<file path="src/design/nnfr_fifo.sv">
// Small synchronous queue of packed items, register based.
// Used for the command queue and the result queue; needs no package.
module nnfr_fifo #(
    parameter int WIDTH = 8,
    parameter int DEPTH = 4
) (
    input  logic                       clk,
    input  logic                       rst_n,
    input  logic                       push,
    input  logic [WIDTH-1:0]           wdata,
    input  logic                       pop,
    output logic [WIDTH-1:0]           rdata,
    output logic [$clog2(DEPTH+1)-1:0] count,
    output logic                       empty
);
    localparam int PTR_W = $clog2(DEPTH);
    localparam int CNT_W = $clog2(DEPTH + 1);

    logic [WIDTH-1:0] data_reg [DEPTH];
    logic [PTR_W-1:0] wr_ptr_reg, wr_ptr_next;
    logic [PTR_W-1:0] rd_ptr_reg, rd_ptr_next;
    logic [CNT_W-1:0] count_reg, count_next;

    always_comb
    begin
        wr_ptr_next = wr_ptr_reg;
        rd_ptr_next = rd_ptr_reg;
        count_next  = count_reg;
        if (push)
        begin
            wr_ptr_next = (wr_ptr_reg == PTR_W'(DEPTH - 1)) ? '0 : wr_ptr_reg + 1'b1;
        end
        if (pop)
        begin
            rd_ptr_next = (rd_ptr_reg == PTR_W'(DEPTH - 1)) ? '0 : rd_ptr_reg + 1'b1;
        end
        if (push && !pop)
        begin
            count_next = count_reg + 1'b1;
        end
        else if (pop && !push)
        begin
            count_next = count_reg - 1'b1;
        end
    end

    always_ff @(posedge clk or negedge rst_n)
    begin
        if (!rst_n)
        begin
            wr_ptr_reg <= '0;
            rd_ptr_reg <= '0;
            count_reg  <= '0;
        end
        else
        begin
            wr_ptr_reg <= wr_ptr_next;
            rd_ptr_reg <= rd_ptr_next;
            count_reg  <= count_next;
        end
    end

    always_ff @(posedge clk)
    begin
        if (push)
        begin
            data_reg[wr_ptr_reg] <= wdata;
        end
    end

    assign rdata = data_reg[rd_ptr_reg];
    assign count = count_reg;
    assign empty = (count_reg == '0);

endmodule

</file>
<file path="config.mk">
export PLATFORM = sky130hd
export DESIGN_NAME = nnfr_fifo
export DESIGN_NICKNAME = d
export VERILOG_FILES = /design/src/design/nnfr_fifo.sv
export SDC_FILE = /design/constraint.sdc
export NUM_CORES = 1
export LEC_CHECK = 0
export BUFFER_PORTS_ARGS = -buffer_cell sky130_fd_sc_hd__buf_2
export CORE_MARGIN = 1.5
export CORE_UTILIZATION = 54
export DETAILED_ROUTE_END_ITERATION = 12
export HOLD_SLACK_MARGIN = 0.03
export PLACE_DENSITY = 0.86
export SYNTH_ARGS = -nofsm -noshare
export SYNTH_HDL_FRONTEND = slang
export SYNTH_SLANG_ARGS = --single-unit
</file>
<file path="constraint.sdc">
create_clock -name clk -period 1.65 [get_ports clk]
set_input_delay 0.33 -clock clk [delete_from_list [all_inputs] [get_ports clk]]
set_output_delay 0.33 -clock clk [all_outputs]
set_load 0.02 [all_outputs]
</file>
==> summary.log <==
qor: status.run_status complete, but fails checks
qor: status.violations negative setup slack
qor: floorplanning.die_height 56.8 um
qor: timing.final-setup-viol-count 8
qor: cts.htree_num_levels 2
qor: timing.max_slew_margin 0.709
qor: worst_setup_path.worst_path_largest_cell_delay 0.51 ns
qor: global_routing.gr-usage-all-layers 0.174
qor: hold_path.timing.hold.worst.class input pin to flop
qor: timing.setup_total_negative_slack -1.88 ns
qor: floorplanning.core.rowCount 19
qor: worst_setup_path.crit_path_class flop to output pin
qor: finish.areaGrowthSynthToFinish 18.1%
qor: timing.holdWs 0.209 ns
qor: yosys.ys_types 17
qor: pwr.total_power 3.17 mW
qor: cts.worst_setup_hold_path_clk_slew 0.11 ns
qor: placed_design.dp.final_hpwl 1.64 mm
qor: drt.wl 2.38 mm
qor: yosys.synth.top_cell.area_share 0.615
qor: yosys.synth_area 1560 um^2
qor: timing.timing.final.hold_violations 0
qor: cts.clock_insertion_delay_worst_skew 0.34 ns
qor: cts.cts.path.max_buffers 2
qor: placed_design.gpl.final_weighted_congestion 0.633
qor: finish.antenna_diodes 0
qor: timing.final.min_clock_period 1.89 ns
qor: cts.cts.sink_count 39
qor: yosys.synth.avg_cell_area 20.0 um^2
qor: yosys.ys_seq_elements 39
qor: yosys.synth-seq-area-share 0.727
qor: pwr.p_leak 0.707 nW
qor: cts.tritoncts yes
qor: timing.max_freq 529 MHz
qor: drt.drtAntennaViolNets 0
qor: run.cap_viol_max_count 0
qor: drt.detail_route.iter0.violations 7
qor: drt.drt_drc_violations_left 0
qor: drt.route.detailed.wl_per_inst 16.7 um
qor: cts.clockRootBuffer sky130_fd_sc_hd__clkbuf_4
qor: pwr.cellPowerDensity 1720 nW/um^2
qor: finish.most_frequent_cells_in_the_layout sky130_fd_sc_hd__edfxtp_1, sky130_fd_sc_hd__buf_2, sky130_fd_sc_hd__mux4_2, sky130_fd_sc_hd__buf_6, sky130_fd_sc_hd__dfrtp_1
qor: timing.worst_clock_skew 0.0110 ns
qor: timing.setup_repair_after_global_routing_missed_its_margin true
qor: finish.largest_register_ffs 32
qor: worst_setup_path.depth_of_the_worst_register_to_register_path 3
qor: timing.worst_pin_slew 0.437 ns
qor: global_routing.grt_pass1_wl 3.99 mm
qor: placed_design.portBuffers 23
qor: timing.fin_crit_sh 1.15
qor: worst_setup_path.cp_cell_sequence buf_12 -> mux4_2 -> buf_6
qor: timing.final_max_slew_viol_count 0
qor: global_routing.pin_count_of_the_biggest_net_entering_global_routing 12
qor: hold_path.worstHoldPathCells 1
qor: worst_setup_path.crit-reg2reg-capture data_reg[0][6]$_DFFE_PP_
qor: worst_setup_path.timing.critical_path.fanout_max 8
qor: yosys.synthCells 78
qor: worst_setup_path.critical_path.startpoint_type flop
qor: drt.route.vias.total 776
qor: timing.setup_ws -0.240 ns
qor: yosys.yosysWarningCount 0
qor: yosys.post-synth-top-area-cell sky130_fd_sc_hd__edfxtp_1
qor: floorplanning.die_w 56.8 um
qor: pwr.vdd.ir_drop.worst 1190 uV
qor: yosys.netlist_top_cells_area sky130_fd_sc_hd__edfxtp_1, sky130_fd_sc_hd__mux4_2, sky130_fd_sc_hd__dfrtp_1
qor: floorplanning.initial_core_util 0.567
qor: global_routing.globalRouteOverflowTotal 0
qor: yosys.mappedNetlistNets 97
qor: floorplanning.core_area 2760 um^2
qor: worst_setup_path.worstReg2RegStart wr_ptr_reg[0]$_DFFE_PN0P_
qor: worst_setup_path.cp-end-kind output pin
qor: worst_setup_path.crit_slowest_cell sky130_fd_sc_hd__mux4_2
qor: floorplanning.design.portCount 24
qor: finish.commonest_non_fill_non_tap_cell_in_the_layout sky130_fd_sc_hd__edfxtp_1
qor: finish.drive_gt1_frac 0.387
qor: finish.nNetsFinal 129
qor: hold_path.hold-path-endpoint data_reg[1][7]$_DFFE_PP_
qor: floorplanning.die_area 3230 um^2
qor: drt.drt_first_pass_iters 2
qor: global_routing.antenna_found_initial 0
qor: drt.detail_route.vias_per_cell 5.46
qor: global_routing.grt_pass1_vias 835
qor: worst_setup_path.flop2flop_setup_slack 0.23 ns
qor: cts.postCtsSetupRepairBufs 0
qor: worst_setup_path.cp_data_arrival_time 1.56 ns
qor: cts.cts_made_buffers 5
qor: worst_setup_path.required_time_at_the_endpoint_of_the_critical_path 1.32 ns
qor: hold_path.min_from wdata[7]
worst max path at each step:
stage / startpoint / endpoint / slack (ns)
final: rd_ptr_reg[0]$_DFFE_PN0P_ / rdata[4] / -0.24
after global routing: rd_ptr_reg[0]$_DFFE_PN0P_ / rdata[3] / -0.33
after CTS: rd_ptr_reg[0]$_DFFE_PN0P_ / rdata[3] / -0.26
after detailed placement: pop / count[2]$_DFFE_PN0P_ / 0.03
after global placement: pop / count[2]$_DFFE_PN0P_ / 0.11
after floorplan: rd_ptr_reg[0]$_DFFE_PN0P_ / rdata[0] / 0.24
cell type report:
type                            count  area, um^2
Clock buffer                        7        45.0
Clock inverter                      1        5.00
Fill cell                         189         912
Inverter                            5        18.8
Multi-Input combinational cell     32         392
Sequential cell                    39        1140
Tap cell                           31        38.8
Timing Repair Buffer               27         210
Yosys cell counts:
cell	n
sky130_fd_sc_hd__edfxtp_1	32
sky130_fd_sc_hd__mux4_2	8
sky130_fd_sc_hd__dfrtp_1	7
sky130_fd_sc_hd__ha_1	6
sky130_fd_sc_hd__inv_1	5
sky130_fd_sc_hd__and2_1	4
sky130_fd_sc_hd__mux2_2	3
sky130_fd_sc_hd__nor2_1	2
sky130_fd_sc_hd__o21ai_0	2
sky130_fd_sc_hd__xor2_1	2
sky130_fd_sc_hd__buf_2	1
sky130_fd_sc_hd__buf_6	1
sky130_fd_sc_hd__fa_1	1
sky130_fd_sc_hd__nand2_1	1
sky130_fd_sc_hd__nand3_1	1
sky130_fd_sc_hd__nor3_1	1
sky130_fd_sc_hd__xnor2_1	1
metrics by stage:
step                      cells  utilization  cell area, um^2  setup WS, ns
after floorplan              78            -             1560         0.242
after global placement      133        0.629             1740         0.113
after detailed placement    133        0.629             1740        0.0318
after CTS                   142        0.669             1850        -0.258
after global routing        142        0.669             1850        -0.325
final                       142        0.669             1850        -0.240
cell families (layout without fill, tap and decap cells):
logic type      after synthesis  after routing  synth area share
compound gates                2              2           0.00641
simple gates                  9              9            0.0296
fa+ha+maj                     7              7            0.0608
xor+xnor                      3              3            0.0168
mux                          11             11             0.137
flops                        39             39             0.727
buf+inv                       7             40            0.0224
where the power goes:
group,total [mW],leakage (nW),switching (mW),internal (mW)
Combinational,1.26,0.301,0.601,0.663
Sequential,1.45,0.377,0.157,1.29
Clock,0.456,0.0293,0.290,0.166
Total,3.17,0.707,1.05,2.12
what timing repair did:
action	in CTS	in global routing
hold buffers	1	0
endpoints found under the hold margin	7	0
setup endpoints to repair	8	8
pin swaps	0	0
gates resized for setup	16	0
layer usage:
layer	part of all wire	global-route usage	up-vias
li1	-	-	362
met1	0.44	0.218	393
met2	0.50	0.284	15
met3	0.040	0.0622	6
met4	0.019	0.0598	0
met5	0	0	-
worst max-delay path, delay by kind of cell (launching register included):
family                 cells  cell delay, ns
muxes                      1            0.51
buffers and inverters      2            0.30
DFF                        1            0.41
(Power assumes the default switching activity.)
