[src/design/nnfr_pkg.sv]
// Shared types and constants of the nearest-neighbour frame resizer.
// Used by the front end, the back end and the top level; depends on nothing.
package nnfr_pkg;

    localparam int DIM_W    = 9;
    localparam int PLANE_W  = 3;
    localparam int SCALE_W  = 24;
    localparam int PIX_W    = 8;
    localparam int COORD_W  = 8;
    localparam int CH_W     = 2;
    localparam int ADDR_W   = 20;
    localparam int PROD_W   = 32;
    localparam int FRAC_W   = 16;
    localparam int MAP_W    = PROD_W + 1 - FRAC_W;
    localparam int ROWSPAN_W = 2 * DIM_W;
    localparam int CFG_IDX_W = 3;

    localparam int CQ_DEPTH = 8;
    localparam int CQ_CNT_W = $clog2(CQ_DEPTH + 1);
    localparam int OQ_DEPTH = 4;
    localparam int OQ_CNT_W = $clog2(OQ_DEPTH + 1);

    localparam logic [PROD_W:0] ROUND_HALF = (PROD_W + 1)'(32'h0000_8000);

    typedef enum logic [CFG_IDX_W-1:0] {
        CFG_SRC_ROWS     = 3'd0,
        CFG_SRC_COLS     = 3'd1,
        CFG_NUM_CHANNELS = 3'd2,
        CFG_DST_ROWS     = 3'd3,
        CFG_DST_COLS     = 3'd4,
        CFG_SCALE_ROWS   = 3'd5,
        CFG_SCALE_COLS   = 3'd6
    } cfg_idx_t;

    typedef struct packed {
        logic [DIM_W-1:0]   src_rows;
        logic [DIM_W-1:0]   src_cols;
        logic [PLANE_W-1:0] num_channels;
        logic [DIM_W-1:0]   dst_rows;
        logic [DIM_W-1:0]   dst_cols;
        logic [SCALE_W-1:0] scale_rows;
        logic [SCALE_W-1:0] scale_cols;
    } cfg_t;

    localparam cfg_t CFG_RESET = '{
        src_rows:     9'd28,
        src_cols:     9'd28,
        num_channels: 3'd1,
        dst_rows:     9'd28,
        dst_cols:     9'd28,
        scale_rows:   24'd65536,
        scale_cols:   24'd65536
    };

    typedef struct packed {
        logic              is_read;
        logic              err;
        logic [ADDR_W-1:0] addr;
        logic [PIX_W-1:0]  pixel;
    } cmd_t;

    typedef struct packed {
        logic [PIX_W-1:0] pixel;
        logic             error;
    } res_t;

endpackage

[src/design/nnfr_front.sv]
// Front end: accepts items, checks ranges, maps read coordinates and forms the store address.
// Depends on nnfr_pkg; feeds the command queue.
module nnfr_front #(
    parameter int MAX_DIM     = 256,
    parameter int MAX_PLANES  = 4,
    parameter int FRAME_WORDS = 65536
) (
    input  logic                           clk,
    input  logic                           rst_n,
    input  nnfr_pkg::cfg_t                 cfg,
    input  logic                           push,
    output logic                           full,
    input  logic                           action,
    input  logic [nnfr_pkg::COORD_W-1:0]   row,
    input  logic [nnfr_pkg::COORD_W-1:0]   col,
    input  logic [nnfr_pkg::CH_W-1:0]      channel,
    input  logic [nnfr_pkg::PIX_W-1:0]     pixel_in,
    input  logic [nnfr_pkg::CQ_CNT_W-1:0]  cq_count,
    output logic                           cmd_valid,
    output nnfr_pkg::cmd_t                 cmd
);
    import nnfr_pkg::*;

    localparam int DIM_CODE_MAX   = (1 << DIM_W) - 1;
    localparam int PLANE_CODE_MAX = (1 << PLANE_W) - 1;
    localparam logic [DIM_W-1:0] DIM_CAP =
        DIM_W'((MAX_DIM > DIM_CODE_MAX) ? DIM_CODE_MAX : MAX_DIM);
    localparam logic [PLANE_W-1:0] PLANE_CAP =
        PLANE_W'((MAX_PLANES > PLANE_CODE_MAX) ? PLANE_CODE_MAX : MAX_PLANES);
    localparam logic [ADDR_W:0] FRAME_LIMIT = (ADDR_W + 1)'(FRAME_WORDS);

    logic [DIM_W-1:0]   sr, sc, dr, dc;
    logic [PLANE_W-1:0] np;
    logic               take;
    logic               err_in;
    logic [CQ_CNT_W:0]  occupancy;

    logic [ROWSPAN_W-1:0] plane_reg;

    logic                 s1_valid_reg;
    logic                 s1_read_reg, s1_err_reg;
    logic [COORD_W-1:0]   s1_row_reg, s1_col_reg;
    logic [CH_W-1:0]      s1_ch_reg;
    logic [PIX_W-1:0]     s1_pix_reg;
    logic [PROD_W-1:0]    s1_prod_r_reg, s1_prod_c_reg;

    logic [MAP_W-1:0]     map_r, map_c;
    logic [DIM_W-1:0]     last_r, last_c;
    logic [DIM_W-1:0]     r_sel, c_sel;

    logic                 s2_valid_reg;
    logic                 s2_read_reg, s2_err_reg;
    logic [DIM_W-1:0]     s2_r_reg, s2_c_reg;
    logic [CH_W-1:0]      s2_ch_reg;
    logic [PIX_W-1:0]     s2_pix_reg;

    logic                 s3_valid_reg;
    logic                 s3_read_reg, s3_err_reg;
    logic [DIM_W-1:0]     s3_c_reg;
    logic [ROWSPAN_W-1:0] s3_rs_reg;
    logic [ADDR_W-1:0]    s3_cp_reg;
    logic [PIX_W-1:0]     s3_pix_reg;

    logic [ADDR_W:0]      addr_sum;

    always_comb
    begin
        sr = (cfg.src_rows > DIM_CAP) ? DIM_CAP : cfg.src_rows;
        sc = (cfg.src_cols > DIM_CAP) ? DIM_CAP : cfg.src_cols;
        dr = (cfg.dst_rows > DIM_CAP) ? DIM_CAP : cfg.dst_rows;
        dc = (cfg.dst_cols > DIM_CAP) ? DIM_CAP : cfg.dst_cols;
        np = (cfg.num_channels > PLANE_CAP) ? PLANE_CAP : cfg.num_channels;
    end

    assign occupancy = (CQ_CNT_W + 1)'(cq_count) + (CQ_CNT_W + 1)'(s1_valid_reg)
                     + (CQ_CNT_W + 1)'(s2_valid_reg) + (CQ_CNT_W + 1)'(s3_valid_reg);
    assign full = (occupancy >= (CQ_CNT_W + 1)'(CQ_DEPTH));
    assign take = push && !full;

    always_comb
    begin
        if (action)
        begin
            err_in = (DIM_W'(row) >= dr) || (DIM_W'(col) >= dc)
                  || (PLANE_W'(channel) >= np) || (sr == '0) || (sc == '0);
        end
        else
        begin
            err_in = (DIM_W'(row) >= sr) || (DIM_W'(col) >= sc)
                  || (PLANE_W'(channel) >= np);
        end
    end

    always_comb
    begin
        map_r  = MAP_W'(((PROD_W + 1)'(s1_prod_r_reg) + ROUND_HALF) >> FRAC_W);
        map_c  = MAP_W'(((PROD_W + 1)'(s1_prod_c_reg) + ROUND_HALF) >> FRAC_W);
        last_r = sr - 1'b1;
        last_c = sc - 1'b1;
        if (s1_read_reg)
        begin
            r_sel = (map_r > MAP_W'(last_r)) ? last_r : map_r[DIM_W-1:0];
            c_sel = (map_c > MAP_W'(last_c)) ? last_c : map_c[DIM_W-1:0];
        end
        else
        begin
            r_sel = DIM_W'(s1_row_reg);
            c_sel = DIM_W'(s1_col_reg);
        end
    end

    always_ff @(posedge clk or negedge rst_n)
    begin
        if (!rst_n)
        begin
            s1_valid_reg <= 1'b0;
            s2_valid_reg <= 1'b0;
            s3_valid_reg <= 1'b0;
        end
        else
        begin
            s1_valid_reg <= take;
            s2_valid_reg <= s1_valid_reg;
            s3_valid_reg <= s2_valid_reg;
        end
    end

    always_ff @(posedge clk)
    begin
        plane_reg     <= ROWSPAN_W'(sr) * ROWSPAN_W'(sc);

        s1_read_reg   <= action;
        s1_err_reg    <= err_in;
        s1_row_reg    <= row;
        s1_col_reg    <= col;
        s1_ch_reg     <= channel;
        s1_pix_reg    <= pixel_in;
        s1_prod_r_reg <= PROD_W'(row) * PROD_W'(cfg.scale_rows);
        s1_prod_c_reg <= PROD_W'(col) * PROD_W'(cfg.scale_cols);

        s2_read_reg   <= s1_read_reg;
        s2_err_reg    <= s1_err_reg;
        s2_r_reg      <= r_sel;
        s2_c_reg      <= c_sel;
        s2_ch_reg     <= s1_ch_reg;
        s2_pix_reg    <= s1_pix_reg;

        s3_read_reg   <= s2_read_reg;
        s3_err_reg    <= s2_err_reg;
        s3_c_reg      <= s2_c_reg;
        s3_rs_reg     <= ROWSPAN_W'(s2_r_reg) * ROWSPAN_W'(sc);
        s3_cp_reg     <= ADDR_W'(s2_ch_reg) * ADDR_W'(plane_reg);
        s3_pix_reg    <= s2_pix_reg;
    end

    assign addr_sum = (ADDR_W + 1)'(s3_c_reg) + (ADDR_W + 1)'(s3_rs_reg)
                    + (ADDR_W + 1)'(s3_cp_reg);

    always_comb
    begin
        cmd_valid   = s3_valid_reg;
        cmd.is_read = s3_read_reg;
        cmd.err     = s3_err_reg || (addr_sum >= FRAME_LIMIT);
        cmd.addr    = addr_sum[ADDR_W-1:0];
        cmd.pixel   = s3_pix_reg;
    end

endmodule

[config.mk]
export PLATFORM = sky130hd
export DESIGN_NAME = nnfr_front
export DESIGN_NICKNAME = d
export VERILOG_FILES = /design/src/design/nnfr_pkg.sv /design/src/design/nnfr_front.sv
export SDC_FILE = /design/constraint.sdc
export NUM_CORES = 1
export LEC_CHECK = 0
export BUFFER_PORTS_ARGS = -buffer_cell sky130_fd_sc_hd__buf_2
export CORE_ASPECT_RATIO = 1.2
export CORE_MARGIN = 5
export CORE_UTILIZATION = 55
export CTS_CLUSTER_DIAMETER = 30
export DETAILED_ROUTE_END_ITERATION = 8
export PLACE_DENSITY = 0.82
export RECOVER_POWER = 25
export SLEW_MARGIN = 20
export SYNTH_ARGS = -nofsm -noshare
export SYNTH_HDL_FRONTEND = slang
export SYNTH_SLANG_ARGS = --single-unit
[constraint.sdc]
create_clock -name clk -period 4.6 [get_ports clk]
set_input_delay 0.92 -clock clk [delete_from_list [all_inputs] [get_ports clk]]
set_output_delay 0.92 -clock clk [all_outputs]
set_load 0.005 [all_outputs]
==> results.toml, run 1 <==
[die]
die_area_um2 = 48100
chipWidth_um = 201
num_io_pins = 153
core_um2 = 43600
num_rows = 84
start_util = 0.552
chipHeight_um = 239

[critical_path]
crit_end = "s1_prod_c_reg[29]$_DFF_P_"
timing.rr.end = "s3_rs_reg[17]$_DFF_P_"
reg2reg_from = "s2_r_reg[3]$_DFF_P_"
critPathKind = "in2reg"
crit_path_max_fanout = 7
worst_path_max_delay_cell = "fa_2"
r2r_cells = 18
cpPeakStageDelay_ns = 0.63
cp.required_ns = 4.95
cp_num_buf_inv = 6
path_depth = 21
crit_path_end_kind = "register"
worstPathArrival_ns = 5.34
reg2reg_slack_ns = 0
path_cells = "buf_8, and2_4, fa_1, inv_2, fa_1, inv_1, fa_2, fa_2, ha_4, nand4_1, buf_4, a21oi_4, a2111oi_4, a21oi_4, o211ai_1, buf_4, nand3_4, buf_6, a31oi_4, nand2b_1, a21oi_1"
startpoint = "cfg[8]"
crit_path_start_kind = "primary input"
crit_family = "adder cells"

[power]
power.density_nw_per_um2 = 470
p_leak_uw = 0.0155
peakVddDrop_v = 0.000330
total_power_uw = 14400

[detailed_routing]
routed_via_density = 5.44
initialDrtViolationCount = 977
ant_nets = 0
post_drt_wl_per_cell_um = 17.8
wirelength_um = 66800
remaining_drc_errors = 0
firstDrtPassIters = 7
routed-via-count = 20428

[cts]
clkSlewWorstSetupHoldPaths_ns = 0.08
cts_buffers = 17
cts-root-buf = "clkbuf_16"
clkLatencyLatePin_ns = 0.46
cts_tree = "done"
ctsHtreeMaxLevel = 4
cts.sinks = 170
clk_path_buf_depth = 2
cts-hold-fix-buffers = 0

[logic_synthesis]
synth_nets = 3446
synth_edf_count = 0
yosys_warnings = 0
ys_ff_latch = 170
synth_area_um2 = 24100
synthArstFlopShare = 0.0176
yosysSeqAreaShare = 0.142
synth_area_leaders = "fa_1, ha_1, dfxtp_1"
postSynthAreaPerCell_um2 = 9.01
yosys.area.top_type = "fa_1"
synth_ff_type = "dfxtp_1"
synth_top_area_share = 0.312
yosysUniqueCellTypes = 74
syn_inst = 2672

[sta]
worst_pin_slew_ns = 1.11
rsz0062_at_grt = "true"
drv_slew = 0
period_share = 1.09
fmax_mhz = 200
fin_skew_ns = 0.0118
min_period_ns = 5.00
worst_slack_ns = -0.398
slew_headroom = 0.239
setup_viol = 39
finalHoldViolCount = 0

[layout]
final_common_cell = "inv_1"
final_cell_count_no_fill = 3754
nFillCells = 2947
syn_to_final_growth_pct = 27.2
nets = 3954
postLayoutCoreUtil = 0.702
largest_reg_flops = 20
final_cell_mix = "inv_1, fa_1, buf_4"
drive_above_1_share = 0.267
finish.instance_area_um2 = 30600

[job]
maxCapViolCount = 0

[global_routing]
antenna_found_initial = 3
grt.total_usage = 0.265
overflow = 0
grt_pass1_vias = 22296
grt_max_degree = 27
grt_pass1_wl_um = 105000

[placed_design]
gp_congestion = 0.923
placed_cells = 3624
dp_hpwl_um = 50500
port_buffers = 152
postPlaceCellArea_um2 = 27900

[status]
outcome = "finished with violations"
violations = "negative setup slack"

[min_path]
hold_path.class = "in2async"
==> cells in the mapped netlist, types with 8 or more instances <==
cell type	n
inv_1	476
fa_1	375
and2_1	330
ha_1	278
nand2_1	266
dfxtp_1	167
nor2_1	133
xnor2_1	80
a21oi_1	68
clkbuf_1	58
o21ai_0	45
nor2b_1	44
a21o_1	35
nand2b_1	31
xor2_1	31
nand3_1	26
o21a_1	19
nor3_1	18
nand4_1	15
a211oi_1	12
and3_1	12
or3_1	12
o211ai_1	11
buf_1	8
mux2_2	8
==> cell families after synthesis <==
family	after synthesis	share of synthesized area
AND/OR/NAND/NOR	918	0.197
adder cells (fa/ha/maj)	653	0.456
buffers and inverters	546	0.0853
AO/OA/AOI/OAI	260	0.0732
flip-flops	170	0.142
XOR/XNOR	111	0.0404
multiplexers	14	0.00629
==> worst min path at each step <==
stage / from / end / slack (ns)
6_report: rst_n / cmd_valid$_DFF_PN0_ / 0.27
5_1_grt: rst_n / cmd_valid$_DFF_PN0_ / 0.27
4_1_cts: rst_n / cmd_valid$_DFF_PN0_ / 0.25
3_5_place_dp: s1_ch_reg[0]$_DFF_P_ / s2_ch_reg[0]$_DFF_P_ / 0.31
3_3_place_gp: s2_pix_reg[0]$_DFF_P_ / s3_pix_reg[0]$_DFF_P_ / 0.31
2_1_floorplan: s1_ch_reg[0]$_DFF_P_ / s2_ch_reg[0]$_DFF_P_ / 0.31
==> stage by stage <==
step	hold slack, ns	worst slack, ns	setup TNS [ns]
2_1_floorplan	0.310	-0.453	-10.50
3_3_place_gp	0.311	-0.868	-27.14
3_5_place_dp	0.312	-0.984	-31.87
4_1_cts	0.251	-0.304	-5.01
5_1_grt	0.269	-0.580	-15.25
6_report	0.266	-0.398	-8.53
==> timing repair <==
action | 4_1_cts | 5_1_grt
pin swaps | 109 | 130
setup endpoints to repair | 39 | 49
gates resized for setup | 203 | 151
buffers inserted | 64 | 39
cloned | 3 | 0
==> per-layer routing <==
metal / vias up / global-route usage / part of all wire
li1: 9363 / - / -
met1: 10025 / 0.299 / 0.36
met2: 758 / 0.500 / 0.53
met3: 282 / 0.0347 / 0.055
met4: 0 / 0.120 / 0.057
met5: - / 0 / 0
==> power by group <==
part	internal, uW	switching, uW	total (uW)
clock	742	699	1440
sequential	1900	250	2150
combinational	5430	5380	10800
total	8070	6330	14400
==> area by class of cell <==
cell class	instances	area (um^2)	share of cell area
Sequential cell	170	3420	0.112
Antenna cell	2	5.00	0.000163
Multi-Input combinational cell	1956	19800	0.645
Clock buffer	19	443	0.0145
Tap cell	559	699	0.0228
Inverter	478	1800	0.0589
Timing Repair Buffer	557	4350	0.142
Clock inverter	13	149	0.00486
Note: power is estimated with default switching activity, not from simulation.
==> run 2: changes to the inputs <==
CELL_PAD_IN_SITES_DETAIL_PLACEMENT = 0   (was default)
CELL_PAD_IN_SITES_GLOBAL_PLACEMENT = 2   (was default)
CORE_UTILIZATION = 36   (was 55)
PLACE_DENSITY = 0.85   (was 0.82)
RECOVER_POWER = default   (was 25)
==> results.toml, run 2 (synthesis results as in run 1) <==
[detailed_routing]
routed_via_density = 4.68
remaining_drc_errors = 0
firstDrtPassIters = 7
post_drt_wl_per_cell_um = 15.5
wirelength_um = 63100
ant_nets = 0
routed-via-count = 19099
initialDrtViolationCount = 726

[layout]
final_cell_mix = "inv_1, fa_1, buf_4"
nFillCells = 6266
final_cell_count_no_fill = 4079
nets = 3944
final_common_cell = "inv_1"
largest_reg_flops = 20
postLayoutCoreUtil = 0.467
syn_to_final_growth_pct = 28.1
drive_above_1_share = 0.258

[placed_design]
port_buffers = 152
placed_cells = 3980
gp_congestion = 0.888
dp_hpwl_um = 54200

[die]
num_rows = 103
start_util = 0.364
num_io_pins = 153
chipWidth_um = 246
chipHeight_um = 293
core_um2 = 66100
die_area_um2 = 72200

[cts]
ctsHtreeMaxLevel = 4
cts-root-buf = "clkbuf_16"
cts.sinks = 170
cts_tree = "done"
clkLatencyLatePin_ns = 0.46
cts-hold-fix-buffers = 0
cts_buffers = 17
clkSlewWorstSetupHoldPaths_ns = 0.08
clk_path_buf_depth = 2

[sta]
slew_headroom = 0.262
fin_skew_ns = 0.00895
drv_slew = 0
period_share = 1.08
rsz0062_at_grt = "true"
worst_pin_slew_ns = 1.10
setup_viol = 30
finalHoldViolCount = 0
worst_slack_ns = -0.373
min_period_ns = 4.97
fmax_mhz = 201

[critical_path]
crit_path_max_fanout = 3
crit_path_start_kind = "register"
r2r_cells = 18
reg2reg_slack_ns = 0.15
timing.rr.end = "s3_rs_reg[17]$_DFF_P_"
crit_path_end_kind = "output pin"
worstPathArrival_ns = 4.05
critPathKind = "reg2out"
cp.required_ns = 3.68
reg2reg_from = "s2_r_reg[5]$_DFF_P_"

[global_routing]
grt.total_usage = 0.177
grt_max_degree = 27
grt_pass1_wl_um = 105000
antenna_found_initial = 6
grt_pass1_vias = 21047
overflow = 0

[status]
violations = "negative setup slack"
outcome = "finished with violations"

[job]
maxCapViolCount = 0

[power]
p_leak_uw = 0.0154
peakVddDrop_v = 0.000289
power.density_nw_per_um2 = 444

[min_path]
hold_path.class = "in2async"
[run 2: changes by cell type in the layout (fill, tap and decap cells not counted), moves of 5 or more]
cell,change
inv_8,-5
buf_8,-8
fa_2,+5
nor2_1,+7
clkinv_8,+6
nor2_2,-7
fa_1,-5
inv_1,+9
inv_2,-10
[run 2: how the worst max path moves through the flow]
stage | start | depth (start not counted) | slack (ns) | to
finish | s3_c_reg[2]$_DFF_P_ | 12 | -0.37 | cmd[28]
global route | s3_c_reg[2]$_DFF_P_ | 12 | -0.54 | cmd[28]
CTS | s3_c_reg[2]$_DFF_P_ | 12 | -0.43 | cmd[28]
detailed placement | col[2] | 18 | -1.05 | s1_prod_c_reg[31]$_DFF_P_
global placement | row[2] | 19 | -0.91 | s1_prod_r_reg[31]$_DFF_P_
floorplan | row[7] | 18 | -0.45 | s1_prod_r_reg[31]$_DFF_P_
[run 2: repair_timing]
action / in CTS / in global routing
pin swaps: 78 / 87
setup buffers: 30 / 38
hold endpoints to repair: 0 / 0
endpoints found under the setup margin: 39 / 47
resized for setup: 177 / 128
cloned: 0 / 1
[run 2: area by class of cell]
cell class	count	area, um^2	share of cell area
Clock inverter	15	216	0.00702
Multi-Input combinational cell	1956	19700	0.639
Antenna cell	4	10.0	0.000324
Timing Repair Buffer	547	4150	0.134
Clock buffer	17	425	0.0138
Sequential cell	170	3420	0.111
Inverter	478	1810	0.0585
Tap cell	892	1120	0.0362
[run 2: routing by layer]
layer	vias up	GRT usage	wire [um]
li1	9327	-	-
met5	-	0	13
met3	85	0.0213	1970
met1	9400	0.219	26800
met2	285	0.328	32900
met4	2	0.0456	1480
[run 2: worst max-delay path, stage by stage, from the launching register on]
cell and delay (ns):
dfxtp_2 0.34, fa_2 0.60, ha_4 0.21, a211oi_2 0.20
nor2_2 0.08, o41a_1 0.37, o41ai_4 0.28, o22ai_2 0.15
a221oi_4 0.33, xnor2_1 0.14, or3b_1 0.36, a2111o_1 0.39
buf_2 0.13
[run 2: through the flow]
step / cell area, um^2 / hold slack (ns) / setup slack [ns] / total power, uW / TNS, ns
6_report: 30800 / 0.236 / -0.373 / 13700 / -4.71
3_5_place_dp: 28500 / 0.312 / -1.05 / 11300 / -33.60
2_1_floorplan: 24500 / 0.310 / -0.453 / 8120 / -10.50
4_1_cts: 30000 / 0.208 / -0.433 / 13400 / -4.18
3_3_place_gp: 28500 / 0.311 / -0.907 / 11000 / -30.62
5_1_grt: 30800 / 0.214 / -0.539 / 15200 / -10.99
[run 2: power breakdown]
group | switching [uW] | leakage, uW | internal [uW]
logic | 4930 | 0.0137 | 5120
registers | 243 | 0.00144 | 1900
clock network | 748 | 0.000305 | 752
total | 5920 | 0.0154 | 7770
==> run 3: changes to the inputs <==
CORE_MARGIN = 10   (was 5)
==> results.toml, run 3 (synthesis results as in run 1) <==
[detailed_routing]
remaining_drc_errors = 0
routed_via_density = 4.72
wirelength_um = 66200
post_drt_wl_per_cell_um = 16.1
routed-via-count = 19355
firstDrtPassIters = 4
initialDrtViolationCount = 568
ant_nets = 0

[critical_path]
timing.rr.end = "s3_rs_reg[17]$_DFF_P_"
crit_end = "cmd[28]"
worstPathArrival_ns = 4.12
r2r_cells = 18
crit_path_max_fanout = 3
cp.required_ns = 3.68
reg2reg_from = "s2_r_reg[4]$_DFF_P_"
critPathKind = "reg2out"
crit_path_start_kind = "register"
reg2reg_slack_ns = 0.15
startpoint = "s3_c_reg[2]$_DFF_P_"
crit_path_end_kind = "output pin"

[sta]
whs_ns = 0.231
setup_viol = 32
period_share = 1.10
rsz0062_at_grt = "true"
fmax_mhz = 198
worst_slack_ns = -0.441
drv_slew = 0
fin_skew_ns = 0.0158
min_period_ns = 5.04
worst_pin_slew_ns = 1.09
finalHoldViolCount = 0
slew_headroom = 0.273

[cts]
clk_path_buf_depth = 2
clkSlewWorstSetupHoldPaths_ns = 0.08
ctsHtreeMaxLevel = 4
cts_buffers = 17
cts_tree = "done"
cts.sinks = 170
clkLatencyLatePin_ns = 0.46
cts-root-buf = "clkbuf_16"

[min_path]
hold_path.class = "in2async"

[power]
netSwitchingFraction = 0.434
peakVddDrop_v = 0.000349
p_int_uw = 8030
switchingPower_uw = 6170
power.density_nw_per_um2 = 454
clkPwrFrac = 0.106
power.share.sequential = 0.151
p_comb_frac = 0.743
p_leak_uw = 0.0156
total_power_uw = 14200

[layout]
final_common_cell = "inv_1"
finish.instance_area_um2 = 31300
final_cell_count_no_fill = 4097
final_cell_mix = "inv_1, buf_4, fa_1"
nFillCells = 6351
drive_above_1_share = 0.270
largest_reg_flops = 20
nets = 3965
syn_to_final_growth_pct = 29.8

[status]
outcome = "finished with violations"
violations = "negative setup slack"

[die]
num_rows = 103
die_area_um2 = 77700
num_io_pins = 153
core_um2 = 66000
start_util = 0.365
chipHeight_um = 303
chipWidth_um = 256

[global_routing]
grt_pass1_wl_um = 109000
grt_pass1_vias = 21645
grt.total_usage = 0.172
overflow = 0
grt_max_degree = 27
antenna_found_initial = 4

[placed_design]
dp_hpwl_um = 55800
postPlaceCellArea_um2 = 28500
gp_congestion = 0.891
port_buffers = 152
dp_slack_ns = -0.980
placed_cells = 3976

[job]
maxCapViolCount = 0
==> run 3: critical path, cell delays in order, from the launching register on <==
cell and delay, ns:
dfxtp_1 0.32, fa_1 0.61, ha_4 0.23, a211oi_2 0.17, nor2_1 0.09, o41a_1 0.39, o41ai_4 0.30, o22ai_2 0.18
a221oi_4 0.34, xnor2_1 0.13, or3b_1 0.37, a2111o_1 0.39, buf_2 0.13
==> run 3: layout make-up <==
class | instances | area [um^2] | area share
Sequential cell | 170 | 3420 | 0.109
Clock inverter | 15 | 219 | 0.00700
Tap cell | 892 | 1120 | 0.0357
Multi-Input combinational cell | 1956 | 19800 | 0.634
Clock buffer | 17 | 425 | 0.0136
Timing Repair Buffer | 568 | 4440 | 0.142
Inverter | 478 | 1810 | 0.0579
Antenna cell | 1 | 2.50 | 0.0000800
==> run 3: how the worst min path moves through the flow <==
stage	to	slack [ns]
2_1_floorplan	s2_ch_reg[0]$_DFF_P_	0.31
3_3_place_gp	s2_pix_reg[4]$_DFF_P_	0.31
3_5_place_dp	s2_ch_reg[0]$_DFF_P_	0.31
4_1_cts	s1_valid_reg$_DFF_PN0_	0.20
5_1_grt	s1_valid_reg$_DFF_PN0_	0.21
6_report	s1_valid_reg$_DFF_PN0_	0.23
==> run 3: power by group through the flow <==
stage	combinational, uW	sequential (uW)	clock [uW]
after global placement	8990	2170	0
final	10600	2140	1500
after global routing	11900	2180	1600
after detailed placement	9190	2180	0
after CTS	9860	2140	1540
after floorplan	6030	2080	0
==> run 3: routing by layer <==
| metal | global-route usage | vias to the layer above | share of wire |
|---|---|---|---|
| met1 | 0.203 | 9592 | 0.42 |
| met3 | 0.0176 | 79 | 0.027 |
| li1 | - | 9360 | - |
| met5 | 0 | - | 0.00011 |
| met2 | 0.325 | 322 | 0.52 |
| met4 | 0.0512 | 2 | 0.026 |
==> run 3: metrics by stage <==
stage	TNS [ns]	utilization
after floorplan	-10.50	-
after global placement	-30.01	0.432
after detailed placement	-33.84	0.432
after CTS	-4.05	0.457
after global routing	-12.45	0.474
final	-5.74	0.474
==> run 3: timing repair <==
| item | 4_1_cts | 5_1_grt |
|---|---|---|
| resized for setup | 186 | 167 |
| pin swaps | 76 | 120 |
| setup buffers | 48 | 48 |
| hold buffers | 0 | 0 |
| setup endpoints to repair | 46 | 45 |
| cloned | 0 | 2 |
